## src/hdl/sial_pkg.sv

```systemverilog
// Shared types and constants for the seat interlock alarm sequencer.
`timescale 1ns / 1ps

package sial_pkg;

  localparam int unsigned NUM_CFG_REGS = 5;
  localparam int unsigned CFG_IDX_W    = 3;
  localparam int unsigned SECS_W       = 8;
  localparam int unsigned PHASE_W      = 4;

  // Configuration register indexes
  localparam logic [CFG_IDX_W-1:0] CFG_GEAR_WAIT      = 3'd0;
  localparam logic [CFG_IDX_W-1:0] CFG_PTO_WAIT       = 3'd1;
  localparam logic [CFG_IDX_W-1:0] CFG_PTO_BRAKE_BUZZ = 3'd2;
  localparam logic [CFG_IDX_W-1:0] CFG_RELAY_ON       = 3'd3;
  localparam logic [CFG_IDX_W-1:0] CFG_PTO_RUN_BUZZ   = 3'd4;

  // Reset values of the configuration registers
  localparam logic [SECS_W-1:0] GEAR_WAIT_RST      = 8'd2;
  localparam logic [SECS_W-1:0] PTO_WAIT_RST       = 8'd3;
  localparam logic [SECS_W-1:0] PTO_BRAKE_BUZZ_RST = 8'd5;
  localparam logic [SECS_W-1:0] RELAY_ON_RST       = 8'd5;
  localparam logic [SECS_W-1:0] PTO_RUN_BUZZ_RST   = 8'd7;

  localparam logic [SECS_W-1:0] SECS_MAX = '1;

  typedef enum logic [PHASE_W-1:0] {
    PH_IDLE       = 4'd0,
    PH_GEAR_WAIT  = 4'd1,
    PH_GEAR_BUZZ  = 4'd2,
    PH_BRAKE_BUZZ = 4'd3,
    PH_PB_WAIT    = 4'd4,
    PH_PB_BUZZ    = 4'd5,
    PH_RELAY      = 4'd6,
    PH_PR_WAIT    = 4'd7,
    PH_PR_BUZZ    = 4'd8
  } phase_t;

  typedef struct packed {
    logic [SECS_W-1:0] gear_wait;
    logic [SECS_W-1:0] pto_wait;
    logic [SECS_W-1:0] pto_brake_buzz;
    logic [SECS_W-1:0] relay_on;
    logic [SECS_W-1:0] pto_run_buzz;
  } cfg_t;

  typedef struct packed {
    logic seat;
    logic pto;
    logic brake;
    logic gear;
    logic tick;
  } sample_t;

endpackage

```

## src/hdl/sial_cfg.sv

```systemverilog
// Configuration register bank with timing limits.
`timescale 1ns / 1ps

module sial_cfg
  import sial_pkg::*;
(
  input  logic                 clk,
  input  logic                 rst,
  input  logic                 wr_en,
  input  logic [CFG_IDX_W-1:0] wr_index,
  input  logic [SECS_W-1:0]    wr_data,
  output cfg_t                 cfg
);

  always_ff @(posedge clk) begin
    if (rst) begin
      cfg.gear_wait      <= GEAR_WAIT_RST;
      cfg.pto_wait       <= PTO_WAIT_RST;
      cfg.pto_brake_buzz <= PTO_BRAKE_BUZZ_RST;
      cfg.relay_on       <= RELAY_ON_RST;
      cfg.pto_run_buzz   <= PTO_RUN_BUZZ_RST;
    end else if (wr_en) begin
      unique case (wr_index)
        CFG_GEAR_WAIT:      cfg.gear_wait      <= wr_data;
        CFG_PTO_WAIT:       cfg.pto_wait       <= wr_data;
        CFG_PTO_BRAKE_BUZZ: cfg.pto_brake_buzz <= wr_data;
        CFG_RELAY_ON:       cfg.relay_on       <= wr_data;
        CFG_PTO_RUN_BUZZ:   cfg.pto_run_buzz   <= wr_data;
        default: ;  // out-of-range index is dropped
      endcase
    end
  end

endmodule

```

## src/hdl/sial_step.sv

```systemverilog
// Phase sequencer: state update and registered alarm outputs.
`timescale 1ns / 1ps

module sial_step
  import sial_pkg::*;
(
  input  logic    clk,
  input  logic    rst,
  input  logic    adv,
  input  sample_t smp,
  input  cfg_t    cfg,
  output phase_t  phase_reg,
  output logic    buzzer,
  output logic    relay
);

  logic [SECS_W-1:0] seconds_count;
  logic [SECS_W-1:0] seconds_next;
  logic [SECS_W-1:0] secs_inc;
  logic [SECS_W-1:0] limit;
  logic              timed;
  logic              c1, c2, cp, cr;
  phase_t            phase_next;

  assign c1 = !smp.seat && !smp.pto &&  smp.brake &&  smp.gear;
  assign c2 = !smp.seat && !smp.pto &&  smp.brake && !smp.gear;
  assign cp = !smp.seat &&  smp.pto &&  smp.brake;
  assign cr = !smp.seat &&  smp.pto && !smp.brake;

  assign secs_inc = (smp.tick && seconds_count != SECS_MAX) ? seconds_count + 1'b1
                                                            : seconds_count;

  always_comb begin
    timed = 1'b1;
    limit = cfg.gear_wait;
    unique case (phase_reg)
      PH_GEAR_WAIT: limit = cfg.gear_wait;
      PH_PB_WAIT:   limit = cfg.pto_wait;
      PH_PB_BUZZ:   limit = cfg.pto_brake_buzz;
      PH_RELAY:     limit = cfg.relay_on;
      PH_PR_WAIT:   limit = cfg.pto_wait;
      PH_PR_BUZZ:   limit = cfg.pto_run_buzz;
      default:      timed = 1'b0;
    endcase
  end

  always_comb begin
    phase_next   = phase_reg;
    seconds_next = seconds_count;
    if (timed) begin
      seconds_next = secs_inc;
      if (c2 || secs_inc >= limit) begin
        seconds_next = '0;
        unique case (phase_reg)
          PH_GEAR_WAIT: phase_next = c1 ? PH_GEAR_BUZZ : PH_IDLE;
          PH_PB_WAIT:   phase_next = PH_PB_BUZZ;
          PH_PB_BUZZ:   phase_next = PH_RELAY;
          PH_PR_WAIT:   phase_next = PH_PR_BUZZ;
          default:      phase_next = PH_IDLE;
        endcase
      end
    end else if (phase_reg == PH_GEAR_BUZZ) begin
      if (!c1) phase_next = PH_IDLE;
    end else if (phase_reg == PH_BRAKE_BUZZ) begin
      if (!c2) phase_next = PH_IDLE;
    end else begin
      // idle, or any stray code: pick a sequence from the seat-empty condition
      phase_next = PH_IDLE;
      if (c1 || c2 || cp || cr) begin
        seconds_next = '0;
        priority if (c1) phase_next = PH_GEAR_WAIT;
        else if (c2)     phase_next = PH_BRAKE_BUZZ;
        else if (cp)     phase_next = PH_PB_WAIT;
        else             phase_next = PH_PR_WAIT;
      end
    end
  end

  always_ff @(posedge clk) begin
    if (rst) begin
      phase_reg     <= PH_IDLE;
      seconds_count <= '0;
      buzzer        <= 1'b0;
      relay         <= 1'b0;
    end else if (adv) begin
      phase_reg     <= phase_next;
      seconds_count <= seconds_next;
      buzzer        <= (phase_next == PH_GEAR_BUZZ) || (phase_next == PH_BRAKE_BUZZ) ||
                       (phase_next == PH_PB_BUZZ)   || (phase_next == PH_PR_BUZZ);
      relay         <= (phase_next == PH_RELAY);
    end
  end

`ifndef NO_ASSERTIONS
  a_hold_when_stalled: assert property (@(posedge clk) disable iff (rst)
    !adv |=> $stable(phase_reg) && $stable(seconds_count))
    else $error("sequencer state moved without a transaction");

  a_relay_excl_buzz: assert property (@(posedge clk) disable iff (rst)
    !(relay && buzzer))
    else $error("relay and buzzer driven together");

  a_start_clears_secs: assert property (@(posedge clk) disable iff (rst)
    (adv && phase_reg == PH_IDLE && phase_next != PH_IDLE) |=> seconds_count == '0)
    else $error("sequence start did not clear seconds count");

  a_relay_after_buzz: assert property (@(posedge clk) disable iff (rst)
    (phase_reg == PH_RELAY && $past(phase_reg) != PH_RELAY)
      |-> $past(phase_reg) == PH_PB_BUZZ)
    else $error("relay phase entered from wrong phase");
`endif

endmodule

```

## src/hdl/seat_interlock_alarm_sequencer_core.sv

```systemverilog
// Top level of the seat interlock alarm sequencer.
`timescale 1ns / 1ps

// Usage:
//   Input channel (in_valid/in_ready) carries one sample of the seat, PTO,
//   hand brake and gear switches plus a one-second tick flag per transaction.
//   Output channel (out_valid/out_ready) returns one result per input:
//   buzzer_on, relay_on and the phase reached after that sample.
//   Configuration channel (cfg_valid/cfg_ready, cfg_index, cfg_data) writes
//   the five timing limits in seconds; cfg_ready is always high, and an
//   index above 4 is ignored. Write only while no sample is in flight.
//   Data path: a sample is registered in the sample stage, then evaluated
//   against the sequencer state into the registered result outputs.
//   Throughput: one sample per cycle while out_ready is high, set by the phase update.
//   When out_ready is low the result holds, the sample register fills, and
//   in_ready drops until the result is taken.
//   Reset (rst, synchronous) returns the sequencer to idle, clears the
//   seconds count, empties both stages and restores the default limits.
module seat_interlock_alarm_sequencer_core
  import sial_pkg::*;
(
  input  logic                 clk,
  input  logic                 rst,
  input  logic                 cfg_valid,
  output logic                 cfg_ready,
  input  logic [CFG_IDX_W-1:0] cfg_index,
  input  logic [SECS_W-1:0]    cfg_data,
  input  logic                 in_valid,
  output logic                 in_ready,
  input  logic                 seat_sense,
  input  logic                 pto_engaged,
  input  logic                 park_brake,
  input  logic                 gear_engaged,
  input  logic                 second_tick,
  output logic                 out_valid,
  input  logic                 out_ready,
  output logic                 buzzer_on,
  output logic                 relay_on,
  output logic [PHASE_W-1:0]   phase
);

  cfg_t    cfg;
  sample_t smp;
  logic    smp_valid;
  logic    adv;
  phase_t  phase_q;

  assign cfg_ready = 1'b1;

  // sample stage moves into the result stage when that stage is free or drains
  assign adv      = smp_valid && (!out_valid || out_ready);
  assign in_ready = !smp_valid || adv;

  always_ff @(posedge clk) begin
    if (rst) begin
      smp_valid <= 1'b0;
      out_valid <= 1'b0;
    end else begin
      if (in_ready) smp_valid <= in_valid;
      if (adv) out_valid <= 1'b1;
      else if (out_ready) out_valid <= 1'b0;
    end
  end

  always_ff @(posedge clk) begin
    if (in_valid && in_ready) begin
      smp <= '{seat: seat_sense, pto: pto_engaged, brake: park_brake,
               gear: gear_engaged, tick: second_tick};
    end
  end

  sial_cfg u_cfg (
    .clk      (clk),
    .rst      (rst),
    .wr_en    (cfg_valid && cfg_ready),
    .wr_index (cfg_index),
    .wr_data  (cfg_data),
    .cfg      (cfg)
  );

  sial_step u_step (
    .clk       (clk),
    .rst       (rst),
    .adv       (adv),
    .smp       (smp),
    .cfg       (cfg),
    .phase_reg (phase_q),
    .buzzer    (buzzer_on),
    .relay     (relay_on)
  );

  assign phase = phase_q;

endmodule

```

## config.mk

```make
export PLATFORM = sky130hd
export DESIGN_NAME = seat_interlock_alarm_sequencer_core
export DESIGN_NICKNAME = d
export VERILOG_FILES = /design/src/hdl/sial_pkg.sv /design/src/hdl/sial_cfg.sv /design/src/hdl/sial_step.sv /design/src/hdl/seat_interlock_alarm_sequencer_core.sv
export SDC_FILE = /design/constraint.sdc
export NUM_CORES = 1
export LEC_CHECK = 0
export BUFFER_PORTS_ARGS = -buffer_cell sky130_fd_sc_hd__buf_2
export CORE_UTILIZATION = 50
export DETAILED_ROUTE_END_ITERATION = 8
export GPL_TIMING_DRIVEN = 0
export PLACE_DENSITY = 0.69
export SYNTH_ARGS = -nofsm -noshare
export SYNTH_HDL_FRONTEND = slang
export SYNTH_SLANG_ARGS = --single-unit
```

## constraint.sdc

```tcl
create_clock -name clk -period 4.4 [get_ports clk]
set_input_delay 0.44 -clock clk [delete_from_list [all_inputs] [get_ports clk]]
set_output_delay 0.44 -clock clk [all_outputs]
set_load 0.02 [all_outputs]
```

==> summary.txt, run 1 <==
Logic synthesis
  – Synthesized Nets: 443
  – Synth Cell Area: 0.003354 mm^2
  – Post-synth EDFFs: 5
  – Syn_area_per_cell: 8.122 um^2
  – Sequential share of the synthesized area: 0.3790
  – Post-synthesis mux area share: 0.04476
  – Dominant synthesized flop cell: dfxtp_1
  – Post-synthesis register bit count: 61
  – Post-synthesis adder-cell area fraction: 0.03357
  – Synth top area cells: dfxtp_1 33%, nand2_1 9.5%, a21oi_1 7.6%
  – Compound-Gate Fraction of Synth Area: 0.2193
  – Simple-gate share of the synthesized area: 0.2622
  – Xor/xnor share of the synthesized area: 0.01828
  – Post-synth top area share: 0.3342
  – Cells after synthesis: 413
  – Largest family of logic cells by synthesized area: simple AND/OR/NAND/NOR gates
  – Async SR Flop Fraction: 0
  – Synth area leader: dfxtp_1
  – Post-synth cell types: 67
  – YS warnings: 0

Clock tree
  – Post-cts resize count: 0
  – Clock buffer depth: 2
  – Root buffer cell: clkbuf_8
  – Clock latency on the worst-skew pair: 0.35 ns
  – CTS tree: yes
  – Post-CTS Hold Buffers: 0
  – Setup Buffers After CTS: 0
  – CTS buffer count: 9
  – Clock Sinks: 61
  – H-tree Lvls: 3
  – Clock transition at path regs: 0.07 ns

Final layout
  – Largest register FFs: 40
  – P&R area growth vs syn: 13.20%
  – Post-Layout Cell Count: 534
  – Most flops, register: u_cfg.cfg
  – Layout fillers: 585
  – Diodes inserted: 0
  – Final nets: 482
  – Layout cells sized above 1: 0.1488
  – Regs by FF count: u_cfg.cfg: 40 flops, u_step.seconds_count: 8 flops, smp: 5 flops

Worst setup path
  – Worst setup EP type: register
  – Crit Path Category: reg -> reg
  – CP Max Fanout: 10
  – R2R cell count: 13
  – CP required: 4.61 ns
  – Startpoint types: register
  – R2R setup slack: 0.17 ns
  – Worst EP arrival: 4.44 ns
  – Worst flop-to-flop path startpoint: u_step.phase_reg[1]
  – Reg2reg end: u_step.buzzer

STA
  – Setup ws final: 0.1691 ns
  – Max_slew headroom: 0.5319
  – Total Negative Setup Slacks: 0 ns
  – Skew final: 0.005557 ns
  – Worst-Margin Slew: 0.6991 ns
  – Unrepaired setup endpoints after global routing: no
  – Max frequency: 236.4 MHz
  – Fin crit share: 0.9616
  – Setup-failing EPs final: 0
  – Endpoints failing hold: 0
  – Slew Viols, Final: 0
  – Tmin final: 4.231 ns

Route
  – M1 WL: 4038 um
  – DRT Pass-1 Iters: 7
  – Top routing layer in use: met4
  – WL final: 8658 um
  – DRC viols: 4
  – Antenna Nets Post-Route: 0
  – Met3 wire len: 363 um
  – Metal2 WL: 4116 um
  – Initial drt markers: 173
  – Vias per cell: 5.876
  – Via count: 3138
  – WL/cell: 16.21 um

Min path
  – WHS Endpoint: smp[2]
  – Worst hold path cell count: 1
  – Hold WC Path Type: in -> reg
  – Min-delay src: park_brake

Pwr
  – LEAKAGE: 1.402 nW
  – Total power: 0.001277 W
  – PD cells: 336.2 mW/mm^2
  – Worst VDD drop: 0.1959 mV

Outcome
  – Failing checks: design-rule violations
  – Outcome: finished with violations

GRT
  – Total grt overflow: 0
  – Vias in the first global route: 2869
  – Initial antenna violation count: 0
  – Largest net degree at the start of global routing: 11
  – GRT Resource Usage Total: 0.2588
  – First-pass GRT wire length: 14140 um

Placement
  – Pre-CTS WS: 0.2485 ns
  – Final estimated routing congestion in global placement: 0.8684
  – DP HPWL: 6066 um
  – Port Buf Inserts: 28
  – # placed instances: 518

Floorplan
  – Io pins: 30
  – Initial core utilization: 0.5223
  – # rows: 29
  – Chip Height: 83.91 um
  – Die X: 83.91 um
  – Core area: 0.006422 mm^2
  – Die area: 0.007041 mm^2

Run
  – Maximum Capacitance Violations: 0
## cell usage in the layout (no fill, tap or decap), drive strengths merged, types with 5 or more instances in the layout
cell / n
nand2: 87
a22oi: 8
a21oi: 52
dfxtp: 56
a211oi: 6
edfxtp: 5
mux2i: 15
ha: 9
nor2b: 7
o21ai: 8
nor3: 5
o22ai: 6
buf: 35
and2: 5
clkbuf: 31
nand3b: 10
a311oi: 7
nand3: 9
nor2: 36
xnor2: 5
## worst max path at each step
stage	startpoint	endpoint	slack, ns	depth (start not counted)
2_1_floorplan	u_step.phase_reg[1]	u_step.buzzer	0.92	13
5_1_grt	u_step.phase_reg[1]	u_step.buzzer	0.04	13
3_5_place_dp	u_step.phase_reg[1]	u_step.buzzer	0.25	13
6_report	u_step.phase_reg[1]	u_step.buzzer	0.17	13
4_1_cts	u_step.phase_reg[1]	u_step.buzzer	0.20	13
3_3_place_gp	u_step.phase_reg[1]	u_step.buzzer	0.32	13
## kinds of logic after synthesis
logic type | after synthesis
flops | 61
compound gates | 110
buf+inv | 29
xor+xnor | 7
other cells | 1
simple gates | 181
fa+ha+maj | 9
mux | 15
## synth_stat cells (all sizes together), types with 8 or more instances
cell	instances
nand2	87
o21ai	8
nand3	9
nand3b	10
mux2i	15
a22oi	8
dfxtp	56
a21oi	52
clkbuf	17
nor2	36
ha	9
## worst max-delay path: stages, from the launching register on
cell	delay, ns
dfxtp_1	0.36
buf_2	0.22
buf_2	0.33
clkbuf_1	0.49
mux2i_1	0.27
a21oi_1	0.13
a221oi_1	0.40
ha_1	0.31
a21o_2	0.22
a221o_4	0.41
nand3_1	0.11
a311oi_1	0.09
a221oi_1	0.56
o311ai_2	0.18
## power breakdown
part           leakage, nW  total (W)  switching, W  internal [W]
sequential           0.503   0.000589     0.0000124      0.000576
clock                0.104   0.000512      0.000227      0.000284
combinational        0.795   0.000176      0.000110     0.0000659
## final cells by class
class / count / area [um^2] / area share
Multi-Input combinational cell: 323 / 1943 / 0.5117
Sequential cell: 61 / 1271 / 0.3348
Inverter: 4 / 15.01 / 0.003954
Clock buffer: 14 / 193.9 / 0.05107
Tap cell: 77 / 96.34 / 0.02537
Clock inverter: 2 / 12.51 / 0.003295
Buffer: 25 / 125.1 / 0.03295
Timing Repair Buffer: 28 / 140.1 / 0.03690
## routing by layer
metal	up-vias	track usage
met4	0	0.09875
met2	80	0.4247
met1	1497	0.3446
met3	12	0.03561
met5	-	0
li1	1549	-
## through the flow
step	instance area [um^2]	utilization	hold slack [ns]
4_1_cts	3797	0.5913	0.2612
3_5_place_dp	3591	0.5591	0.4488
2_1_floorplan	3354	-	0.4357
6_report	3797	0.5913	0.2643
5_1_grt	3797	0.5913	0.2549
3_3_place_gp	3591	0.5591	0.4431
Note: power is estimated with default switching activity, not from simulation.
==> inputs of run 2 (changes only) <==
--- a/config.mk
+++ b/config.mk
@@ -9,6 +9,7 @@
 export CORE_UTILIZATION = 50
 export DETAILED_ROUTE_END_ITERATION = 8
 export GPL_TIMING_DRIVEN = 0
+export MAX_ROUTING_LAYER = met4
 export PLACE_DENSITY = 0.69
 export SYNTH_ARGS = -nofsm -noshare
 export SYNTH_HDL_FRONTEND = slang
==> summary.txt, run 2 (synthesis results as in run 1) <==
Placement
  – Final estimated routing congestion in global placement: 0.8735 (+0.59%)
  – # placed instances: 518 (unchanged)
  – Port Buf Inserts: 28 (unchanged)
  – DP HPWL: 6134 um (+1.1%)

Final layout
  – Regs by FF count: u_cfg.cfg: 40 flops, u_step.seconds_count: 8 flops, smp: 5 flops
  – Diodes inserted: 0 (unchanged)
  – Footprint of the multi-input gates: 0.001949 mm^2 (+0.32%)
  – Post-Layout Cell Count: 534 (unchanged)
  – Layout fillers: 592 (+1.2%)
  – Most flops, register: u_cfg.cfg
  – Final nets: 482 (unchanged)
  – Seq. cell area: 0.001271 mm^2 (unchanged)
  – Commonest cells after routing, fill and taps aside: 85 x nand2_1, 56 x dfxtp_1, 51 x a21oi_1
  – Largest register FFs: 40 (unchanged)
  – Commonest non-fill, non-tap cell in the layout: nand2_1
  – Layout cells sized above 1: 0.1532 (+0.004376)
  – P&R area growth vs syn: 12.38%

GRT
  – GRT Resource Usage Total: 0.2658 (+0.006986)
  – Total grt overflow: 0 (unchanged)
  – Largest net degree at the start of global routing: 13 (+2)
  – Initial antenna violation count: 0 (unchanged)
  – First-pass GRT wire length: 14160 um (+0.14%)
  – Vias in the first global route: 2899 (+1.0%)

Worst setup path
  – Crit. Startpoint: u_step.phase_reg[1]
  – Crit Path Category: reg -> reg
  – Worst EP arrival: 4.29 ns (-0.15 ns)
  – Startpoint types: register
  – Worst setup EP type: register
  – Worst flop-to-flop path startpoint: u_step.phase_reg[1]
  – CP required: 4.66 ns (+0.05 ns)
  – R2R cell count: 13 (unchanged)
  – CP Max Fanout: 10 (unchanged)

Clock tree
  – Post-CTS Hold Buffers: 0 (unchanged)
  – Clock Sinks: 61 (unchanged)
  – Clock transition at path regs: 0.07 ns (about the same)
  – Clock latency on the worst-skew pair: 0.35 ns (about the same)
  – Clock buffer depth: 2 (unchanged)
  – Root buffer cell: clkbuf_8
  – CTS tree: yes
  – H-tree Lvls: 3 (unchanged)
  – CTS buffer count: 9 (unchanged)

STA
  – Max frequency: 248.3 MHz (+5.1%)
  – Skew final: 0.006154 ns (+0.0005968 ns)
  – Max_slew headroom: 0.5398 (+0.007871)
  – Fin crit share: 0.9153 (-0.04625)
  – Worst-Margin Slew: 0.6873 ns (-0.01176 ns)
  – Endpoints failing hold: 0 (unchanged)
  – Setup-failing EPs final: 0 (unchanged)
  – Total Negative Setup Slacks: 0 ns (unchanged)
  – Tmin final: 4.027 ns (-0.2035 ns)
  – Slew Viols, Final: 0 (unchanged)
  – Unrepaired setup endpoints after global routing: no

Route
  – WL/cell: 15.95 um (-1.6%)
  – Initial drt markers: 165 (-4.6%)
  – Antenna Nets Post-Route: 0 (unchanged)
  – WL final: 8519 um (-1.6%)
  – Vias per cell: 5.826 (-0.86%)
  – DRC viols: 4 (unchanged)
  – DRT Pass-1 Iters: 7 (unchanged)
  – Via count: 3111 (-0.86%)

Outcome
  – Failing checks: design-rule violations
  – Outcome: finished with violations

Pwr
  – LEAKAGE: 1.387 nW (-1.0%)
  – Worst VDD drop: 0.2269 mV (+16%)
  – PD cells: 323.0 mW/mm^2 (-3.9%)

Floorplan
  – Die area: 0.007041 mm^2 (unchanged)
  – Io pins: 30 (unchanged)
  – Chip Height: 83.91 um (unchanged)
  – Die X: 83.91 um (unchanged)
  – Initial core utilization: 0.5223 (unchanged)
  – # rows: 29 (unchanged)
  – Core area: 0.006422 mm^2 (unchanged)

Run
  – Maximum Capacitance Violations: 0 (unchanged)

Min path
  – Hold WC Path Type: in -> reg
  – Worst hold path cell count: 1 (unchanged)
  – Min-delay src: park_brake
run 2: worst max-delay path: stages (launching register included):
cell and delay [ns]:
dfxtp_1 0.34, buf_2 0.21, buf_2 0.33, clkbuf_1 0.48, mux2i_1 0.26, a21oi_1 0.13
a221oi_1 0.44, ha_1 0.32, a21o_2 0.22, a221o_4 0.40, nor3_4 0.29, buf_6 0.19
nand2_2 0.05, a311oi_1 0.27
run 2: power breakdown:
part | leakage [nW] | total, W | switching (W) | internal [W]
clock network | 0.0863 | 0.000452 | 0.000247 | 0.000206
registers | 0.503 | 0.000588 | 0.0000124 | 0.000576
logic | 0.798 | 0.000177 | 0.000110 | 0.0000664
run 2: worst paths after layout:
check | endpoint | slack [ns]
setup / recovery | u_step.seconds_count[0] | 0.37
hold / removal | smp[2] | 0.26
setup reg to reg | u_step.seconds_count[0] | 0.37
hold reg to reg | u_cfg.cfg[34] | 0.46
run 2: per-layer routing:
metal	wire length, um	global-route usage	part of all wire	vias up
met5	0	-	0	-
met2	4049	0.4337	0.48	93
met4	106	0.07680	0.012	0
met3	512	0.06429	0.060	10
li1	-	-	-	1550
met1	3851	0.3269	0.45	1458
run 2: cell type report:
type                       count  area share
multi-input combinational    323      0.5171
sequential                    61      0.3372
timing repair buffer          28     0.03717
buffer                        25     0.03319
clock buffer                   9     0.03286
tap                           77     0.02556
clock inverter                 7     0.01294
inverter                       4    0.003983
run 2: repair_timing:
item / 4_1_cts / 5_1_grt
resized for setup: 0 / 1
endpoints found under the setup margin: 0 / 3
buffers inserted: 0 / 0
run 2: stage by stage:
step | util | total power (W) | setup WS [ns] | hold WS (ns) | cell area [um^2]
2_1_floorplan | - | 0.0007200 | 0.9164 | 0.4357 | 3354
3_3_place_gp | 0.5591 | 0.0007715 | 0.2963 | 0.4431 | 3591
3_5_place_dp | 0.5591 | 0.0007743 | 0.2743 | 0.4467 | 3591
4_1_cts | 0.5860 | 0.001220 | 0.2501 | 0.2540 | 3764
5_1_grt | 0.5870 | 0.001263 | 0.1139 | 0.2452 | 3770
6_report | 0.5870 | 0.001217 | 0.3726 | 0.2602 | 3770
